==> src/fit_policy_block_allocator_core_defines.svh <==
// Assertion macros for the allocator core.
// Define NO_ASSERTIONS to drop every check from the build.
`ifndef FIT_POLICY_BLOCK_ALLOCATOR_CORE_DEFINES_SVH
`define FIT_POLICY_BLOCK_ALLOCATOR_CORE_DEFINES_SVH

`ifndef NO_ASSERTIONS

// same-cycle implication
`define FPBA_ASSERT_IMPL(label, clk, rst, ante, cons) \
   label: assert property (@(posedge clk) disable iff (rst) (ante) |-> (cons)) \
      else $error("fpba check failed");

// next-cycle implication
`define FPBA_ASSERT_NEXT(label, clk, rst, ante, cons) \
   label: assert property (@(posedge clk) disable iff (rst) (ante) |=> (cons)) \
      else $error("fpba check failed");

`else

`define FPBA_ASSERT_IMPL(label, clk, rst, ante, cons)
`define FPBA_ASSERT_NEXT(label, clk, rst, ante, cons)

`endif

`endif

==> src/fpba_pkg.sv <==
`timescale 1ns / 1ps
`default_nettype none

package fpba_pkg;

   // fit policy codes
   localparam logic [1:0] FIT_FIRST = 2'd0;
   localparam logic [1:0] FIT_BEST  = 2'd1;
   localparam logic [1:0] FIT_WORST = 2'd2;

   // request kinds (req_tuser)
   localparam logic REQ_LOAD  = 1'b0;
   localparam logic REQ_ALLOC = 1'b1;

   // register index, taken from paddr[2]
   localparam logic CSR_FIT_POLICY  = 1'b0;
   localparam logic CSR_BLOCK_COUNT = 1'b1;

   localparam int POLICY_WIDTH = 2;
   localparam int COUNT_WIDTH  = 5;
   localparam int CHOSEN_WIDTH = 4;

   // control half of the scan token passed cell to cell
   typedef struct packed {
      logic                    valid;
      logic                    found;
      logic [POLICY_WIDTH-1:0] policy;
   } tok_ctrl_type;

endpackage

`default_nettype wire

==> src/fpba_cell.sv <==
`timescale 1ns / 1ps
`default_nettype none

module fpba_cell #(
   parameter int SIZE_WIDTH = 32,
   parameter int IDX_W      = 4,
   parameter int CELL_INDEX = 0
) (
   input  wire                       clock,
   input  wire                       reset,
   input  wire                       active,
   // scan token from the left neighbor
   input  fpba_pkg::tok_ctrl_type    tok_ctrl_i,
   input  wire      [SIZE_WIDTH-1:0] tok_req_i,
   input  wire      [SIZE_WIDTH-1:0] tok_val_i,
   input  wire      [IDX_W-1:0]      tok_idx_i,
   // scan token to the right neighbor
   output fpba_pkg::tok_ctrl_type    tok_ctrl_o,
   output logic     [SIZE_WIDTH-1:0] tok_req_o,
   output logic     [SIZE_WIDTH-1:0] tok_val_o,
   output logic     [IDX_W-1:0]      tok_idx_o,
   // write bus shared by all cells
   input  wire                       upd_en,
   input  wire      [IDX_W-1:0]      upd_idx,
   input  wire      [SIZE_WIDTH-1:0] upd_data
);

   logic [SIZE_WIDTH-1:0]  size_ff;
   fpba_pkg::tok_ctrl_type ctrl_ff, ctrl_in;
   logic [SIZE_WIDTH-1:0]  req_ff, val_ff, val_in;
   logic [IDX_W-1:0]       idx_ff, idx_in;

   logic fits, better, take;

   always_comb begin
      fits = active && tok_ctrl_i.valid && (size_ff >= tok_req_i);
      unique case (tok_ctrl_i.policy)
         fpba_pkg::FIT_BEST:  better = size_ff < tok_val_i;
         fpba_pkg::FIT_WORST: better = size_ff > tok_val_i;
         default:             better = 1'b0;
      endcase
      take = fits && (!tok_ctrl_i.found || better);

      ctrl_in       = tok_ctrl_i;
      ctrl_in.found = tok_ctrl_i.found || take;
      val_in        = take ? size_ff : tok_val_i;
      idx_in        = take ? IDX_W'(CELL_INDEX) : tok_idx_i;
   end

   always_ff @(posedge clock) begin
      if (reset) begin
         ctrl_ff <= '0;
      end else begin
         ctrl_ff <= ctrl_in;
      end
      req_ff <= tok_req_i;
      val_ff <= val_in;
      idx_ff <= idx_in;
      if (upd_en && (upd_idx == IDX_W'(CELL_INDEX))) begin
         size_ff <= upd_data;
      end
   end

   assign tok_ctrl_o = ctrl_ff;
   assign tok_req_o  = req_ff;
   assign tok_val_o  = val_ff;
   assign tok_idx_o  = idx_ff;

endmodule

`default_nettype wire

==> src/fit_policy_block_allocator_core.sv <==
// Allocate: the token walks the chain one cell per cycle; its result goes to the output
//   register, or parks in HOLD, and no new item is taken before the core is back in idle.
// Load: no result; loads may follow each other every cycle while the core is idle.
// Reset (synchronous, active high): fit_policy 0, block_count 16, chain and result empty.
//   Block sizes are not cleared; a block must be loaded before it is scanned.
`timescale 1ns / 1ps
`default_nettype none

`include "fit_policy_block_allocator_core_defines.svh"

module fit_policy_block_allocator_core #(
   parameter int NUM_BLOCKS = 16,
   parameter int SIZE_WIDTH = 32
) (
   input  wire         clock,
   input  wire         reset,
   // request stream
   input  wire         req_tvalid,
   output logic        req_tready,
   input  wire  [39:0] req_tdata,   // [3:0] block_index, [35:4] size, [39:36] zero
   input  wire         req_tuser,   // [0] req_type
   // response stream
   output logic        rsp_tvalid,
   input  wire         rsp_tready,
   output logic [7:0]  rsp_tdata,   // [0] granted, [4:1] chosen_block, [7:5] zero
   // register port
   input  wire         csr_psel,
   input  wire         csr_penable,
   input  wire         csr_pwrite,
   input  wire  [2:0]  csr_paddr,
   input  wire  [31:0] csr_pwdata,
   output logic [31:0] csr_prdata,
   output logic        csr_pready
);

   localparam int IDX_W = (NUM_BLOCKS > 1) ? $clog2(NUM_BLOCKS) : 1;
   localparam int CW    = fpba_pkg::CHOSEN_WIDTH;

   typedef enum logic [1:0] {
      ST_IDLE,
      ST_SCAN,
      ST_HOLD
   } state_type;

   // ---------------------------------------------------------------------------------
   // Registers
   // ---------------------------------------------------------------------------------
   logic [fpba_pkg::POLICY_WIDTH-1:0] fit_policy_ff;
   logic [fpba_pkg::COUNT_WIDTH-1:0]  block_count_ff;
   logic                              csr_write;

   assign csr_pready = 1'b1;
   assign csr_write  = csr_psel && csr_penable && csr_pwrite && csr_pready;

   always_ff @(posedge clock) begin
      if (reset) begin
         fit_policy_ff  <= fpba_pkg::FIT_FIRST;
         block_count_ff <= fpba_pkg::COUNT_WIDTH'(16);
      end else if (csr_write) begin
         unique case (csr_paddr[2])
            fpba_pkg::CSR_FIT_POLICY:
               fit_policy_ff <= csr_pwdata[fpba_pkg::POLICY_WIDTH-1:0];
            fpba_pkg::CSR_BLOCK_COUNT:
               block_count_ff <= csr_pwdata[fpba_pkg::COUNT_WIDTH-1:0];
            default: ;
         endcase
      end
   end

   always_comb begin
      unique case (csr_paddr[2])
         fpba_pkg::CSR_FIT_POLICY:  csr_prdata = 32'(fit_policy_ff);
         fpba_pkg::CSR_BLOCK_COUNT: csr_prdata = 32'(block_count_ff);
         default:                   csr_prdata = '0;
      endcase
   end

   // ---------------------------------------------------------------------------------
   // Request decode
   // ---------------------------------------------------------------------------------
   state_type             state_ff, state_in;
   logic                  req_fire, alloc_fire, load_fire;
   logic [3:0]            req_index;
   logic [SIZE_WIDTH-1:0] req_size;

   assign req_tready = (state_ff == ST_IDLE);
   assign req_fire   = req_tvalid && req_tready;
   assign req_index  = req_tdata[3:0];
   assign req_size   = SIZE_WIDTH'(req_tdata[35:4]);
   assign alloc_fire = req_fire && (req_tuser == fpba_pkg::REQ_ALLOC);
   // loads past the last block are dropped
   assign load_fire  = req_fire && (req_tuser == fpba_pkg::REQ_LOAD)
                       && (32'(req_index) < 32'(NUM_BLOCKS));

   // ---------------------------------------------------------------------------------
   // Cell chain. Link 0 is the injected token, link j+1 is the output of cell j.
   // ---------------------------------------------------------------------------------
   fpba_pkg::tok_ctrl_type tok_ctrl [NUM_BLOCKS+1];
   logic [SIZE_WIDTH-1:0]  tok_req  [NUM_BLOCKS+1];
   logic [SIZE_WIDTH-1:0]  tok_val  [NUM_BLOCKS+1];
   logic [IDX_W-1:0]       tok_idx  [NUM_BLOCKS+1];
   logic [NUM_BLOCKS-1:0]  cell_active;
   logic [NUM_BLOCKS-1:0]  chain_busy;

   logic                  upd_en;
   logic [IDX_W-1:0]      upd_idx;
   logic [SIZE_WIDTH-1:0] upd_data;

   assign tok_ctrl[0] = '{valid: alloc_fire, found: 1'b0, policy: fit_policy_ff};
   assign tok_req[0]  = req_size;
   assign tok_val[0]  = '0;
   assign tok_idx[0]  = '0;

   for (genvar j = 0; j < NUM_BLOCKS; j++) begin : g_cell
      // block_count never exceeds 31, so cells from 32 up never take part
      if (j < 32) begin : g_act
         assign cell_active[j] = (fpba_pkg::COUNT_WIDTH'(j) < block_count_ff);
      end else begin : g_off
         assign cell_active[j] = 1'b0;
      end

      assign chain_busy[j] = tok_ctrl[j+1].valid;

      fpba_cell #(
         .SIZE_WIDTH (SIZE_WIDTH),
         .IDX_W      (IDX_W),
         .CELL_INDEX (j)
      ) u_cell (
         .clock      (clock),
         .reset      (reset),
         .active     (cell_active[j]),
         .tok_ctrl_i (tok_ctrl[j]),
         .tok_req_i  (tok_req[j]),
         .tok_val_i  (tok_val[j]),
         .tok_idx_i  (tok_idx[j]),
         .tok_ctrl_o (tok_ctrl[j+1]),
         .tok_req_o  (tok_req[j+1]),
         .tok_val_o  (tok_val[j+1]),
         .tok_idx_o  (tok_idx[j+1]),
         .upd_en     (upd_en),
         .upd_idx    (upd_idx),
         .upd_data   (upd_data)
      );
   end

   // ---------------------------------------------------------------------------------
   // Write-back: the chosen block drops by the request when the token leaves the
   // chain. Loads only happen in idle, so the two never meet on the bus.
   // ---------------------------------------------------------------------------------
   fpba_pkg::tok_ctrl_type exit_ctrl;
   logic                   exit_done, commit;

   assign exit_ctrl = tok_ctrl[NUM_BLOCKS];
   assign exit_done = (state_ff == ST_SCAN) && exit_ctrl.valid;
   assign commit    = exit_done && exit_ctrl.found;

   always_comb begin
      upd_en   = load_fire || commit;
      upd_idx  = commit ? tok_idx[NUM_BLOCKS] : IDX_W'(req_index);
      upd_data = commit ? (tok_val[NUM_BLOCKS] - tok_req[NUM_BLOCKS]) : req_size;
   end

   // ---------------------------------------------------------------------------------
   // Sequencer and result register. A result that cannot go out yet parks in the
   // pending register (HOLD); the output register lets a new item in while the
   // last result waits.
   // ---------------------------------------------------------------------------------
   logic          rsp_valid_ff, rsp_valid_in;
   logic          rsp_granted_ff, rsp_granted_in;
   logic [CW-1:0] rsp_chosen_ff, rsp_chosen_in;
   logic          pend_granted_ff, pend_granted_in;
   logic [CW-1:0] pend_chosen_ff, pend_chosen_in;
   logic          out_free;
   logic [CW-1:0] exit_chosen;

   assign out_free    = !rsp_valid_ff || rsp_tready;
   assign exit_chosen = exit_ctrl.found ? CW'(tok_idx[NUM_BLOCKS]) : '0;

   always_comb begin
      state_in        = state_ff;
      rsp_valid_in    = rsp_valid_ff && !rsp_tready;
      rsp_granted_in  = rsp_granted_ff;
      rsp_chosen_in   = rsp_chosen_ff;
      pend_granted_in = pend_granted_ff;
      pend_chosen_in  = pend_chosen_ff;
      unique case (state_ff)
         ST_IDLE: begin
            if (alloc_fire) begin
               state_in = ST_SCAN;
            end
         end
         ST_SCAN: begin
            if (exit_ctrl.valid) begin
               if (out_free) begin
                  rsp_valid_in   = 1'b1;
                  rsp_granted_in = exit_ctrl.found;
                  rsp_chosen_in  = exit_chosen;
                  state_in       = ST_IDLE;
               end else begin
                  pend_granted_in = exit_ctrl.found;
                  pend_chosen_in  = exit_chosen;
                  state_in        = ST_HOLD;
               end
            end
         end
         ST_HOLD: begin
            if (out_free) begin
               rsp_valid_in   = 1'b1;
               rsp_granted_in = pend_granted_ff;
               rsp_chosen_in  = pend_chosen_ff;
               state_in       = ST_IDLE;
            end
         end
         default: begin
            state_in = ST_IDLE;
         end
      endcase
   end

   always_ff @(posedge clock) begin
      if (reset) begin
         state_ff     <= ST_IDLE;
         rsp_valid_ff <= 1'b0;
      end else begin
         state_ff     <= state_in;
         rsp_valid_ff <= rsp_valid_in;
      end
      rsp_granted_ff  <= rsp_granted_in;
      rsp_chosen_ff   <= rsp_chosen_in;
      pend_granted_ff <= pend_granted_in;
      pend_chosen_ff  <= pend_chosen_in;
   end

   assign rsp_tvalid = rsp_valid_ff;
   assign rsp_tdata  = {3'b000, rsp_chosen_ff, rsp_granted_ff};

   // ---------------------------------------------------------------------------------
   // Checks
   // ---------------------------------------------------------------------------------
   // no scan token may be in flight while new items are taken
   `FPBA_ASSERT_IMPL(a_idle_chain_empty, clock, reset, req_tready, chain_busy == '0)
   // the token leaving the chain always ends the scan
   `FPBA_ASSERT_NEXT(a_scan_ends, clock, reset, exit_done, state_ff != ST_SCAN)
   // a granted block lies inside the scanned range
   `FPBA_ASSERT_IMPL(a_pick_in_range, clock, reset, commit,
                     32'(tok_idx[NUM_BLOCKS]) < 32'(block_count_ff))

endmodule

`default_nettype wire
==> config.mk <==
export PLATFORM = sky130hd
export DESIGN_NAME = fit_policy_block_allocator_core
export DESIGN_NICKNAME = d
export VERILOG_FILES = /design/src/fpba_pkg.sv /design/src/fpba_cell.sv /design/src/fit_policy_block_allocator_core.sv
export VERILOG_INCLUDE_DIRS = /design/src /design/src/src
export SDC_FILE = /design/constraint.sdc
export NUM_CORES = 2
export LEC_CHECK = 0
export BUFFER_PORTS_ARGS = -buffer_cell sky130_fd_sc_hd__clkbuf_2
export CORE_MARGIN = 2
export CORE_UTILIZATION = 53
export CTS_CLUSTER_SIZE = 20
export DETAILED_ROUTE_END_ITERATION = 8
export PLACE_DENSITY = 0.72
export SLEW_MARGIN = 0
export SYNTH_ARGS = -nofsm -noshare
export SYNTH_HDL_FRONTEND = slang
export SYNTH_HIERARCHICAL = 1
export SYNTH_SLANG_ARGS = --single-unit
==> constraint.sdc <==
create_clock -name clock -period 5.2 [get_ports clock]
set_input_delay 0.78 -clock clock [delete_from_list [all_inputs] [get_ports clock]]
set_output_delay 0.78 -clock clock [all_outputs]
set_load 0.02 [all_outputs]
==> flow_summary.toml <==
[finish]
final_util_pct = 59.32
syn2layout_area_growth_pct = 11.04
final_nets = 8277
layout.cells.non_filler = 9165
drive_above_1_share_pct = 14.20
fill_cells = 11684
insertedDiodeCount = 0

[worst_hold_path]
hp-class = "in2reg"
min_from = "req_tdata[5]"
hold_path_depth = 1
holdPathEnd = "g_cell[0].u_cell/tok_req_o[1]"

[placement]
hpwl_um = 136900
io_buffers = 61
place_ws_ns = 1.535
dp_cells = 8851
gp_congestion = 0.9625

[clock_network]
cts_sinks = 1682
htreeDepth = 4
post-cts-setup-buffers = 0
cts_resized = 0
tritoncts = "yes"
clkTransAtPathRegs_ns = 0.06
cts_buffers = 167
hold_buffers = 0
clockBufferDepth = 3
cts_root_buffer = "clkbuf_16"
insertion_delay_ns = 0.80

[timing]
fin_crit_ns = 3.784
rsz0062_at_grt = "false"
period_share_pct = 72.77
worst_pin_slew_ns = 1.311
hold_ws_ns = 0.1501
slew_viol_final = 0
hold_viol_final = 0
relSlewSlack_pct = 12.00
fin_ws_ns = 1.416
fmax_mhz = 264.3
setup_viol = 0
fin_skew_ns = 0.02915

[floorplanning]
start_util_pct = 53.42
core_area_um2 = 145700
dieArea_um2 = 150000
num_rows = 140
chipHeight_um = 387.3
io_pins = 126
die_x_um = 387.3

[worst_setup_path]
worst-setup-path-type = "reg2reg"
worstPathMaxFanout = 16
required_ns = 5.86
reg2reg_to = "g_cell[2].u_cell/tok_val_o[4]"
critPathLaunchType = "flip-flop"
cp-end-kind = "flip-flop"
rr_worst_depth = 9
rrSetupSlack_ns = 1.42
worst_ep_arrival_time_ns = 4.45
r2r_start = "g_cell[2].u_cell/size_ff[30]"

[route]
drt_iter0_markers = 2636
postRouteAntennaNets = 0
vias_per_cell = 5.250
vias = 48115
drtPass1Iterations = 5
drc = 0
postRouteWirelength_um = 169800
wire_per_inst_um = 18.53

[global_route]
grt_first_pass_wirelength_um = 261900
grt_pass1_vias = 49476
grt_max_degree = 40
grt_usage_pct = 22.38
antenna_found_initial = 10
grt.overflow.total = 0

[power]
power_density_nw_per_um2 = 338.8
clkPwrFrac_pct = 41.5
p_total_uw = 29290
power_leakage_uw = 0.03958
peakVddDrop_uv = 309.7
switching_share_pct = 22.87
p_int_uw = 22590
combPwrFrac_pct = 9.1
switchingPower_uw = 6700
power_frac_seq_pct = 49.4

[job]
drv_cap = 0

[synth]
synth_area_um2 = 77850
syn_inst = 6804
ys_warn_count = 6
avgSynthCellArea_um2 = 11.44

[run_status]
status = "completed"
-- worst max-delay path by stage --
stage	endpoint	startpoint
final	g_cell[2].u_cell/tok_val_o[4]	g_cell[2].u_cell/size_ff[30]
after global routing	g_cell[10].u_cell/size_ff[29]	state_ff[1]
after CTS	g_cell[10].u_cell/size_ff[22]	state_ff[1]
after detailed placement	g_cell[10].u_cell/size_ff[25]	state_ff[1]
after global placement	g_cell[0].u_cell/tok_val_o[25]	req_tdata[27]
after floorplan	g_cell[11].u_cell/size_ff[0]	state_ff[1]
-- metal layers --
metal  wire [um]  vias to the layer above  track usage, %
met5           0                        -               0
met4        6674                        0           9.169
met3        6929                      369           3.273
met2       82090                      985           39.43
met1       74140                    22669           27.36
li1            -                    24092               -
-- final cells by class --
cell class | count | area, um^2 | area share, %
sequential | 1682 | 38900 | 44.99
inverter | 1102 | 4136 | 4.785
multi-input combinational | 4008 | 34420 | 39.81
clock inverter | 66 | 769.5 | 0.8901
timing repair buffer | 142 | 913.4 | 1.057
tap | 1917 | 2399 | 2.775
clock buffer | 248 | 4918 | 5.689
-- power by group through the flow --
| stage | Clock, uW | Sequential, uW | Combinational, uW |
|---|---|---|---|
| 2_1_floorplan | 0 | 14600 | 1820 |
| 3_3_place_gp | 0 | 14700 | 2540 |
| 3_5_place_dp | 0 | 14700 | 2640 |
| 4_1_cts | 12400 | 14500 | 2670 |
| 5_1_grt | 12900 | 14500 | 2970 |
| 6_report | 12100 | 14500 | 2680 |
-- registers in the layout (all words and copies together) (netlist names), 4 cells and up --
name / count
pend_chosen_ff: 4
g_cell.u_cell/tok_req_o: 512
rsp_chosen_ff: 4
g_cell.u_cell/size_ff: 512
g_cell.u_cell/tok_idx_o: 64
g_cell.u_cell/tok_val_o: 512
g_cell.u_cell/tok_ctrl_o: 62
block_count_ff: 5
-- worst max-delay path, cell delays in order, from the launching register on --
cell and delay (ns):
edfxtp_1 0.42, ha_1 0.34, nand4_1 0.19, nor3_1 0.68, a221o_1 0.28, or3_1 0.18
a32oi_1 0.19, a211oi_4 0.59, buf_4 0.41, mux2_2 0.38
-- metrics by stage --
step / setup TNS [ns] / instance area (um^2)
2_1_floorplan: -23.88 / 78230
3_3_place_gp: 0 / 80760
3_5_place_dp: 0 / 80760
4_1_cts: 0 / 86450
5_1_grt: 0 / 86450
6_report: 0 / 86450
-- placed cells by master (no fill, tap or decap), types with 35 or more instances in the layout --
cell	count
nand4_1	174
a211oi_1	52
clkbuf_2	60
clkbuf_16	179
nand3_1	77
clkbuf_1	51
buf_4	81
nand2_1	400
o21ai_1	42
a21o_1	48
mux2_2	103
o21ai_0	195
nor2_1	210
conb_1	101
nor3_1	88
mux2_4	417
dfxtp_1	1160
edfxtp_1	522
inv_1	1102
nor2b_1	67
or2_2	35
a21oi_1	516
ha_1	1090
Power figures use the tool's default switching activity.
